<file path="src/hw/rtl/isocone_pkg.sv">
`default_nettype none

package isocone_pkg;

    // operation codes carried in tuser
    localparam logic OP_CANDIDATE = 1'b0;
    localparam logic OP_NEIGHBOR  = 1'b1;

    // configuration register indexes
    localparam logic [1:0] REG_CONE_RADIUS      = 2'd0;
    localparam logic [1:0] REG_PT_THRESHOLD     = 2'd1;
    localparam logic [1:0] REG_PT_FRACTION      = 2'd2;
    localparam logic [1:0] REG_ISOLATION_METHOD = 2'd3;

    // isolation methods
    localparam logic [1:0] METHOD_COUNT_THR = 2'd0;
    localparam logic [1:0] METHOD_SUM_THR   = 2'd1;
    localparam logic [1:0] METHOD_COUNT_FRC = 2'd2;
    localparam logic [1:0] METHOD_SUM_FRC   = 2'd3;

    localparam int MAX_LIST = 1024;

    // 2*pi in phi units of 1/512 rad
    localparam logic signed [13:0] TWO_PI_UNITS = 14'sd3217;
    localparam logic [11:0]        COUNT_MAX    = 12'd2048;
    localparam logic [26:0]        SUM_MAX      = 27'h7FF_FFFF;

    localparam logic [11:0] CONE_RADIUS_RST  = 12'd205;
    localparam logic [15:0] PT_THRESHOLD_RST = 16'd64;
    localparam logic [8:0]  PT_FRACTION_RST  = 9'd26;
    localparam logic [1:0]  METHOD_RST       = METHOD_COUNT_THR;

    localparam int IN_TDATA_W  = 80;
    localparam int OUT_TDATA_W = 56;
    localparam int CFG_DATA_W  = 16;

    typedef struct packed {
        logic        op;
        logic [15:0] pt;
        logic [12:0] eta;
        logic [12:0] phi;
        logic [9:0]  item_index;
        logic [10:0] skip_first;
        logic [10:0] skip_second;
        logic        track_matched;
        logic        last;
    } item_t;

endpackage

`default_nettype wire

</file>
<file path="src/hw/rtl/isolation_cone_cut_top.sv">
// Cone isolation test over a stream of particles. A candidate beat (tuser = 0)
// loads the candidate pt, eta, phi and two list indexes to skip, latches
// pt_fraction * pt and clears the pt sum and both counters. Each following
// neighbor beat (tuser = 1) that is neither skipped nor track-matched is tested
// against the cone (deta^2 + dphi^2 < cone_radius^2, negative neighbor phi
// shifted by 2*pi) and, inside the cone, adds to the saturating pt sum, the
// count over pt_threshold and the count over the candidate fraction. A beat
// with tlast reports both counts, the sum and the isolated flag for the chosen
// method. One beat is taken every clock cycle while no tlast beat waits for the
// master side; the beat lands in the input register on the accepting edge, and
// the combinational cone test and accumulator update then load the result
// register that drives the master side. A tlast beat waits in the input
// register only while an earlier result is still held on the master side. The
// accumulators are updated once per cycle, which is what sets the rate. The
// configuration port is always ready; registers are to be written only while
// no beat is in flight.
`default_nettype none

module isolation_cone_cut_top
    import isocone_pkg::*;
(
    input  wire logic                   aclk,
    input  wire logic                   aresetn,
    // configuration write channel
    input  wire logic                   cfg_valid,
    output logic                        cfg_ready,
    input  wire logic [1:0]             cfg_index,
    input  wire logic [CFG_DATA_W-1:0]  cfg_data,
    // input stream
    input  wire logic                   s_tvalid,
    output logic                        s_tready,
    // pt[15:0], eta[28:16], phi[41:29], item_index[51:42], skip_first[62:52],
    // skip_second[73:63], track_matched[74], zero[79:75]
    input  wire logic [IN_TDATA_W-1:0]  s_tdata,
    input  wire logic                   s_tuser,   // operation
    input  wire logic                   s_tlast,   // last
    // result stream
    output logic                        m_tvalid,
    input  wire logic                   m_tready,
    // isolated[0], count_over_threshold[12:1], count_over_fraction[24:13],
    // cone_pt_sum[51:25], zero[55:52]
    output logic [OUT_TDATA_W-1:0]      m_tdata
);

    // configuration
    logic [11:0] cone_radius_reg;
    logic [15:0] pt_threshold_reg;
    logic [8:0]  pt_fraction_reg;
    logic [1:0]  method_reg;

    // input stage
    item_t s1_reg;
    logic  s1_valid_reg;

    // candidate and accumulator state
    logic [15:0] cand_pt_reg,        cand_pt_next;
    logic [12:0] cand_eta_reg,       cand_eta_next;
    logic [12:0] cand_phi_reg,       cand_phi_next;
    logic [10:0] skip_a_reg,         skip_a_next;
    logic [10:0] skip_b_reg,         skip_b_next;
    logic [24:0] fraction_limit_reg, fraction_limit_next;
    logic [26:0] pt_sum_reg,         pt_sum_next;
    logic [11:0] thr_count_reg,      thr_count_next;
    logic [11:0] frac_count_reg,     frac_count_next;

    // result stage
    logic                   m_tvalid_reg;
    logic [OUT_TDATA_W-1:0] m_tdata_reg;

    logic out_free;
    logic fire;
    logic in_accept;

    logic signed [12:0] nb_eta;
    logic signed [12:0] nb_phi;
    logic signed [13:0] nb_phi_wrapped;
    logic signed [14:0] deta;
    logic signed [14:0] dphi;
    logic [29:0]        deta_sq;
    logic [29:0]        dphi_sq;
    logic [30:0]        dist_sq;
    logic [23:0]        radius_sq;
    logic               in_cone;
    logic               hit_a;
    logic               hit_b;
    logic               counted;
    logic [27:0]        sum_wide;
    logic               isolated;

    function automatic logic skip_hit(input logic [10:0] s, input logic [9:0] idx);
        return !s[10] && (32'(s) < MAX_LIST) && (s[9:0] == idx);
    endfunction

    assign cfg_ready = 1'b1;

    always_ff @(posedge aclk) begin
        if (!aresetn) begin
            cone_radius_reg  <= CONE_RADIUS_RST;
            pt_threshold_reg <= PT_THRESHOLD_RST;
            pt_fraction_reg  <= PT_FRACTION_RST;
            method_reg       <= METHOD_RST;
        end else if (cfg_valid && cfg_ready) begin
            unique case (cfg_index)
                REG_CONE_RADIUS:      cone_radius_reg  <= cfg_data[11:0];
                REG_PT_THRESHOLD:     pt_threshold_reg <= cfg_data[15:0];
                REG_PT_FRACTION:      pt_fraction_reg  <= cfg_data[8:0];
                REG_ISOLATION_METHOD: method_reg       <= cfg_data[1:0];
                default: ;
            endcase
        end
    end

    // a beat without tlast never needs the result slot
    assign out_free  = !m_tvalid_reg || m_tready;
    assign fire      = s1_valid_reg && (!s1_reg.last || out_free);
    assign s_tready  = !s1_valid_reg || fire;
    assign in_accept = s_tvalid && s_tready;

    always_ff @(posedge aclk) begin
        if (!aresetn) begin
            s1_valid_reg <= 1'b0;
        end else if (s_tready) begin
            s1_valid_reg <= s_tvalid;
        end
    end

    always_ff @(posedge aclk) begin
        if (in_accept) begin
            s1_reg.op            <= s_tuser;
            s1_reg.pt            <= s_tdata[15:0];
            s1_reg.eta           <= s_tdata[28:16];
            s1_reg.phi           <= s_tdata[41:29];
            s1_reg.item_index    <= s_tdata[51:42];
            s1_reg.skip_first    <= s_tdata[62:52];
            s1_reg.skip_second   <= s_tdata[73:63];
            s1_reg.track_matched <= s_tdata[74];
            s1_reg.last          <= s_tlast;
        end
    end

    // cone test
    assign nb_eta         = $signed(s1_reg.eta);
    assign nb_phi         = $signed(s1_reg.phi);
    assign nb_phi_wrapped = nb_phi[12] ? (14'(nb_phi) + TWO_PI_UNITS) : 14'(nb_phi);
    assign deta           = 15'(nb_eta) - 15'($signed(cand_eta_reg));
    assign dphi           = 15'(nb_phi_wrapped) - 15'($signed(cand_phi_reg));
    assign deta_sq        = 30'(deta * deta);
    assign dphi_sq        = 30'(dphi * dphi);
    assign dist_sq        = {1'b0, deta_sq} + {1'b0, dphi_sq};
    assign radius_sq      = cone_radius_reg * cone_radius_reg;
    assign in_cone        = dist_sq < {7'b0, radius_sq};

    assign hit_a   = skip_hit(skip_a_reg, s1_reg.item_index);
    assign hit_b   = skip_hit(skip_b_reg, s1_reg.item_index);
    assign counted = (s1_reg.op == OP_NEIGHBOR) && !hit_a && !hit_b
                     && !s1_reg.track_matched && in_cone;
    assign sum_wide = {1'b0, pt_sum_reg} + {12'b0, s1_reg.pt};

    always_comb begin
        cand_pt_next        = cand_pt_reg;
        cand_eta_next       = cand_eta_reg;
        cand_phi_next       = cand_phi_reg;
        skip_a_next         = skip_a_reg;
        skip_b_next         = skip_b_reg;
        fraction_limit_next = fraction_limit_reg;
        pt_sum_next         = pt_sum_reg;
        thr_count_next      = thr_count_reg;
        frac_count_next     = frac_count_reg;
        if (s1_reg.op == OP_CANDIDATE) begin
            cand_pt_next        = s1_reg.pt;
            cand_eta_next       = s1_reg.eta;
            cand_phi_next       = s1_reg.phi;
            skip_a_next         = s1_reg.skip_first;
            skip_b_next         = s1_reg.skip_second;
            fraction_limit_next = pt_fraction_reg * s1_reg.pt;
            pt_sum_next         = '0;
            thr_count_next      = '0;
            frac_count_next     = '0;
        end else if (counted) begin
            pt_sum_next = sum_wide[27] ? SUM_MAX : sum_wide[26:0];
            if (s1_reg.pt > pt_threshold_reg && thr_count_reg < COUNT_MAX) begin
                thr_count_next = thr_count_reg + 12'd1;
            end
            if ({1'b0, s1_reg.pt, 8'b0} > fraction_limit_reg
                && frac_count_reg < COUNT_MAX) begin
                frac_count_next = frac_count_reg + 12'd1;
            end
        end
    end

    always_comb begin
        case (method_reg)
            METHOD_COUNT_THR: isolated = thr_count_next == '0;
            METHOD_SUM_THR:   isolated = pt_sum_next < {11'b0, pt_threshold_reg};
            METHOD_COUNT_FRC: isolated = frac_count_next == '0;
            METHOD_SUM_FRC:   isolated = {pt_sum_next, 8'b0} < {10'b0, fraction_limit_next};
            default:          isolated = 1'b0;
        endcase
    end

    always_ff @(posedge aclk) begin
        if (!aresetn) begin
            cand_pt_reg        <= '0;
            cand_eta_reg       <= '0;
            cand_phi_reg       <= '0;
            skip_a_reg         <= '1;
            skip_b_reg         <= '1;
            fraction_limit_reg <= '0;
            pt_sum_reg         <= '0;
            thr_count_reg      <= '0;
            frac_count_reg     <= '0;
        end else if (fire) begin
            cand_pt_reg        <= cand_pt_next;
            cand_eta_reg       <= cand_eta_next;
            cand_phi_reg       <= cand_phi_next;
            skip_a_reg         <= skip_a_next;
            skip_b_reg         <= skip_b_next;
            fraction_limit_reg <= fraction_limit_next;
            pt_sum_reg         <= pt_sum_next;
            thr_count_reg      <= thr_count_next;
            frac_count_reg     <= frac_count_next;
        end
    end

    always_ff @(posedge aclk) begin
        if (!aresetn) begin
            m_tvalid_reg <= 1'b0;
        end else if (fire && s1_reg.last) begin
            m_tvalid_reg <= 1'b1;
        end else if (m_tready) begin
            m_tvalid_reg <= 1'b0;
        end
    end

    always_ff @(posedge aclk) begin
        if (fire && s1_reg.last) begin
            m_tdata_reg <= {4'b0, pt_sum_next, frac_count_next, thr_count_next, isolated};
        end
    end

    assign m_tvalid = m_tvalid_reg;
    assign m_tdata  = m_tdata_reg;

    // a result only shows up after a tlast beat is processed
    a_result_from_last: assert property (@(posedge aclk) disable iff (!aresetn)
        $rose(m_tvalid_reg) |-> $past(fire && s1_reg.last))
        else $error("result raised without a processed tlast beat");

    a_last_gives_result: assert property (@(posedge aclk) disable iff (!aresetn)
        (fire && s1_reg.last) |=> m_tvalid_reg)
        else $error("tlast beat processed but no result held");

    a_counts_saturate: assert property (@(posedge aclk) disable iff (!aresetn)
        (thr_count_reg <= COUNT_MAX) && (frac_count_reg <= COUNT_MAX))
        else $error("counter went past its saturation value");

    a_candidate_clears: assert property (@(posedge aclk) disable iff (!aresetn)
        (fire && s1_reg.op == OP_CANDIDATE) |=>
            (pt_sum_reg == '0) && (thr_count_reg == '0) && (frac_count_reg == '0))
        else $error("accumulators not cleared by candidate beat");

    a_stall_holds_item: assert property (@(posedge aclk) disable iff (!aresetn)
        (s1_valid_reg && !fire) |=> s1_valid_reg && $stable(s1_reg))
        else $error("stalled item lost from input stage");

endmodule

`default_nettype wire

</file>
<file path="config.mk">
export PLATFORM = sky130hd
export DESIGN_NAME = isolation_cone_cut_top
export DESIGN_NICKNAME = d
export VERILOG_FILES = /design/src/hw/rtl/isocone_pkg.sv /design/src/hw/rtl/isolation_cone_cut_top.sv
export SDC_FILE = /design/constraint.sdc
export NUM_CORES = 2
export LEC_CHECK = 0
export BUFFER_PORTS_ARGS = -buffer_cell sky130_fd_sc_hd__buf_2
export CORE_MARGIN = 2
export CORE_UTILIZATION = 40
export DETAILED_ROUTE_END_ITERATION = 10
export GPL_ROUTABILITY_DRIVEN = 0
export GPL_TIMING_DRIVEN = 1
export SYNTH_ARGS = -nofsm -noshare
export SYNTH_HDL_FRONTEND = slang
export SYNTH_SLANG_ARGS = --single-unit
</file>
<file path="constraint.sdc">
create_clock -name aclk -period 21.3 [get_ports aclk]
set_input_delay 1.065 -clock aclk [delete_from_list [all_inputs] [get_ports aclk]]
set_output_delay 1.065 -clock aclk [all_outputs]
set_load 0.005 [all_outputs]
</file>
[Word-level counts from Yosys, hierarchy flattened]
Index checks and enable logic that the tools add are counted.
Word-level totals
  bits in registers: 294
  bits in latches: 0
  bits in writable memories: 0
  ROM bits: 0
  output and inout bits: 59
  memories kept: 0
Operators by class
  $add $sub $neg: 7
  multiply operators: 4
  div/mod/pow operators: 0
  magnitude comparators: 9
  equality and inequality tests: 8
  shifts and indexed selects: 0
  mux-type cells: 14
  bitwise operators: 1
  reduce and logical (&&, ||, !) cells: 34
Operators by type and width (number)
  two-way mux 27 bit: 3
  two-way mux 12 bit: 6
  < comparator 35 x 25 -> 1 bit: 1
  adder 30 x 30 -> 31 bit: 1
  < comparator 31 x 24 -> 1 bit: 1
  multiplier 15 x 15 -> 30 bit: 1
  adder 27 x 16 -> 28 bit: 1
  multiplier 14 x 14 -> 28 bit: 1
  < comparator 27 x 16 -> 1 bit: 1
  greater-than comparator 24 x 25 -> 1 bit: 1
  multiplier 9 x 16 -> 25 bit: 1
  two-way mux 25 bit: 1
  adder 12 x 1 -> 12 bit (second input constant): 2
  zero test 12 bit: 2
  < comparator 12 bit (second input constant): 2
  multiplier 12 x 12 -> 24 bit: 1
  < comparator 11 bit (second input constant): 2
  == test 10 bit: 2
  greater-than comparator 16 bit: 1
  subtractor 14 x 13 -> 15 bit: 1
  adder 13 x 13 -> 14 bit (second input constant): 1
  two-way mux 14 bit: 1
  subtractor 13 x 13 -> 14 bit: 1
  logical AND 1 bit: 13
  other kinds (10): 29

[Logic depth before layout (Yosys ltp)]
  word-level depth: 12
  gate-level depth with buffers: 74

[Worst setup path after synthesis]
No wires, ideal clock.
  path kind: flip-flop to flip-flop
  from: reg s1_reg, in the netlist nb_phi[0]
  to: reg m_tdata_reg[0], in the netlist m_tdata[0], data pin
  library setup time: 0.130 ns
  data arrival time: 14.855 ns
  data required time: 21.170 ns
  setup slack: 6.314 ns
  cell stages (with the launch flop): 72
  path buffers: 4
  period minus slack after synthesis: 14.986 ns
  cells stage by stage: edfxtp_1 -> ha_1 -> mux2_2 -> ha_1 -> nor2b_1 -> o21ai_0 -> a21boi_0 -> o21ai_0 -> a21boi_0 -> o21ai_0 -> a21boi_0 -> o21ai_0 -> a21boi_0 -> o21a_1 -> o21a_1 -> o211a_1 -> or3_1 -> clkbuf_1 -> [36 not listed] -> buf_2 -> nor2_1 -> a211oi_1 -> ha_1 -> a21o_1 -> a21o_1 -> a21o_1 -> a21o_1 -> a21o_1 -> a21o_1 -> a21oi_1 -> nor3_1 -> o41ai_1 -> nand2_1 -> nor4_1 -> nand4b_1 -> a2111oi_0 -> a211o_1
On the way
  cells in the longest elaborated chain, start to end: 11
  elaborated cells between the ends (all ways): 18
  those cells by class: add/sub: 3; mul: 1; order compare: 3; mux: 8; reduce/logical: 3
Ends and longest elaborated chain
  start: declaration: line isolation_cone_cut_top.sv:52  | item_t s1_reg;
  adder 13 x 13 -> 14 bit: line isolation_cone_cut_top.sv:144  | assign nb_phi_wrapped = nb_phi[12] ? (14'(nb_phi) + TWO_PI_UNITS) : 14'(nb_phi);
  two-way mux 14 bit *: line isolation_cone_cut_top.sv:144
  subtractor 14 x 13 -> 15 bit *: line isolation_cone_cut_top.sv:146  | assign dphi = 15'(nb_phi_wrapped) - 15'($signed(cand_phi_reg));
  multiplier 15 x 15 -> 30 bit *: line isolation_cone_cut_top.sv:148  | assign dphi_sq = 30'(dphi * dphi);
  adder 30 x 30 -> 31 bit *: line isolation_cone_cut_top.sv:149  | assign dist_sq = {1'b0, deta_sq} + {1'b0, dphi_sq};
  < comparator 31 x 24 -> 1 bit *: line isolation_cone_cut_top.sv:151  | assign in_cone = dist_sq < {7'b0, radius_sq};
  logical AND 1 bit *: line isolation_cone_cut_top.sv:156  | && !s1_reg.track_matched && in_cone;
  two-way mux 27 bit *: line isolation_cone_cut_top.sv:179  | end else if (counted) begin
  two-way mux 27 bit *: line isolation_cone_cut_top.sv:169  | if (s1_reg.op == OP_CANDIDATE) begin
  named net pt_sum_next[4]: line isolation_cone_cut_top.sv:62  | logic [26:0] pt_sum_reg, pt_sum_next;
  < comparator 35 x 25 -> 1 bit or < comparator 27 x 16 -> 1 bit (tied branches): line isolation_cone_cut_top.sv:196, isolation_cone_cut_top.sv:194
  one-hot mux 1 bit (4 select lines) *: line isolation_cone_cut_top.sv:192  | case (method_reg)
  named net isolated: line isolation_cone_cut_top.sv:88  | logic isolated;
  end signal: assignment: line isolation_cone_cut_top.sv:237  | m_tdata_reg <= {4'b0, pt_sum_next, frac_count_next, thr_count_next, isolated};
  end: declaration: line isolation_cone_cut_top.sv:68  | logic [OUT_TDATA_W-1:0] m_tdata_reg;
The timed path passes the listed nets; every way through them passes the cells marked *.
A chain may end at the register's enable or synchronous reset.

[Final worst setup path]
  from: reg s1_reg, in the netlist nb_phi[12]
  to: reg m_tdata_reg[0], in the netlist m_tdata[0], data pin
The elaborated chain is that of the path after synthesis.

==> summary.md <==
| Metric | Value |
|---|---|
| Vias in the first global route | `roughly 30000` |
| Fin crit period | `17.17 ns` |
| Cells after Synth | `4324` |
| Grt total ovfl | `0` |
| Critical-path top delay cell | `a311oi_1` |
| # DRC | `0` |
| Initial core utilization | `40.4%` |
| Post-synthesis sequential area ratio | `a little under a fifth` |
| Via count | `28900` |
| Status | `complete, no violations` |
| Via density | `5.05` |
| DP Wirelength | `around 76000 µm` |
| CTS tree | `yes` |
| Die width | `316 µm` |
| Worst Tran Pin Value | `between 1 and 1.5 ns` |
| TritonCTS Buffers | `37` |
| Pins Over Slew Limit | `0` |
| CTS max path bufs | `3` |
| Synthesized cell area | `39100 µm²` |
| Port bufs | `153` |
| Root Driver | `clkbuf_16` |
| P&R area growth vs syn | `8.78%` |
| Mean routed wirelength per cell | `16.9 µm` |
| RSZ-0062 raised after global routing | `no` |
| Post-synth EDFFs | `129` |
| Syn avg cell area | `9.03 µm²` |
| Antenna Nets Post-Route | `0` |
| Crit Path Category | `reg2reg` |
| First-pass GRT wire length | `159000 µm` |
| Initial antenna violation count | `1` |
| Final period util | `80.6%` |
| Worst-path clk slew | `0.06 ns` |
| Total wire length | `96700 µm` |
| Final Cell Area | `between 40000 and 50000 µm²` |
| DIE AREA | `between 100000 and 150000 µm²` |
| Post-synth ARST share | `0%` |
| H-Tree Depth | `2` |
| TritonRoute pass-1 iters | `5` |
| Final setup vio count | `0` |
| Worst-path fanout max | `33` |
| Placed cell area | `41200 µm²` |
| Setup tns final | `0 ns` |
| Synth Register Bits | `294` |
| IO Pins | `164` |
| Chip height | `316 µm` |
| Clk sinks | `slightly below 300` |
| Total core area | `96700 µm²` |
| Clock latency on the worst-skew pair | `0.62 ns` |
| Fraction of layout cells with a size suffix above 1 | `6.70%` |
| CP max stage delay | `0.84 ns` |
| Crit path capture type | `flop` |
| FP Rows | `114` |
| Worst EP required | `21.76 ns` |
| Count of cell types in the netlist | `79` |
| Final #Nets | `5488` |
| Worst clock skew | `0.0478 ns` |
| Max Fclk | `0.0582 GHz` |
| Type of origin of the critical path | `flop` |
| Buffer count from post-CTS setup fixing | `0` |
| Overall Global Routing Usage | `19.9%` |
| Largest net degree at the start of global routing | `90` |
| DR iter-0 viols | `1578` |
| Fin. Hold Viols | `0` |
| Ant diodes | `0` |
| CTS Hold Bufs | `0` |
| CP arrival | `17.63 ns` |
| CTS resizes | `0` |
| Synth warn | `0` |
| Ys flop type | `dfxtp_1` |
| Slew headroom | `between 20 and 25%` |
| MaxCap Viol Count | `0` |
| Largest register FFs | `52` |
| Worst min path class | `reg2reg` |
-- cells in the mapped netlist (87+ instances only) --
cell type  instances  area, µm²
edfxtp_1         129       3870
inv_1            726       2730
dfxtp_1          165       3300
clkbuf_1         120        450
nand3_1           87        435
nand2_1          608       2280
a21oi_1          129        646
fa_1             554      11100
xnor2_1          152       1330
ha_1             412       5150
and2_1           110        688
a21boi_0         121        908
nor2_1           300       1130
-- cells by family after synthesis --
| family | share of synthesized area (%) |
|---|---|
| AOI/OAI and AO/OA | 9.97 |
| adders and majority gates | 41.6 |
| and+or+nand+nor | 16.0 |
| buffers and inverters | 8.52 |
| DFF | 18.4 |
| xor gates and xnor gates | 4.44 |
| other | 0.0192 |
| muxes | 1.08 |
-- area by class of cell --
cell class | instances | area [µm²]
fill | 9603 | 54200
timing repair buffer | 188 | 1030
tap | 1276 | 1600
multi-input combinational | 3155 | 28600
clock inverter | 16 | 260
clock buffer | 52 | 1020
inverter | 741 | 2780
sequential | 294 | 7180
-- path summary, 6_finish.rpt --
| kind | cells past startpoint | start | slack, ns | endpoint |
|---|---|---|---|---|
| worst max-delay path | 64 | nb_phi[12] | 4.13 | m_tdata[0] |
| worst min-delay path | 2 | s1_reg[20] | 0.46 | skip_a_reg[7] |
| worst max register to register | 64 | nb_phi[12] | 4.13 | m_tdata[0] |
| worst min register to register | 2 | s1_reg[20] | 0.46 | skip_a_reg[7] |
-- metrics by stage --
stage | worst slack [ns] | hold slack, ns | std cells | utilization, %
3_5_place_dp | 4.40 | 0.449 | 5654 | 42.6
5_1_grt | 2.97 | 0.472 | 5722 | 43.9
3_3_place_gp | 4.44 | 0.443 | 5654 | 42.6
6_report | 4.13 | 0.456 | 5722 | 43.9
4_1_cts | 4.19 | 0.461 | 5722 | 43.9
2_1_floorplan | 6.31 | 0.433 | 4329 | -
-- cells in the final DEF (no fill, tap or decap), types with 87 or more instances in the layout --
cell / count
a21boi_0: 121
a21oi_1: 129
and2_1: 110
buf_2: 152
dfxtp_1: 165
edfxtp_1: 129
fa_1: 554
ha_1: 412
inv_1: 726
nand2_1: 607
nand3_1: 87
nor2_1: 298
xnor2_1: 152
-- metal layers --
metal / GRT usage (%) / vias up / routed length, µm
met1: 28.2 / 14071 / 45100
met3: 2.19 / 111 / 4770
li1: - / 14086 / -
met2: 32.8 / 632 / 45000
met4: 4.42 / 0 / 1840
met5: 0 / - / 0
-- critical path, delay by kind of cell (launching register included) --
kind                     cells  cell delay, ns
multiplexers                 1            0.41
XOR/XNOR                     1            0.17
AND/OR/NAND/NOR             18            3.33
flip-flops                   1            0.68
buffers and inverters        6            1.01
AO/OA/AOI/OAI               27            6.55
adder cells (fa/ha/maj)     11            4.81
Power is not shown: default switching activity piles up to over one toggle a cycle in this logic, so the estimate is an artifact.
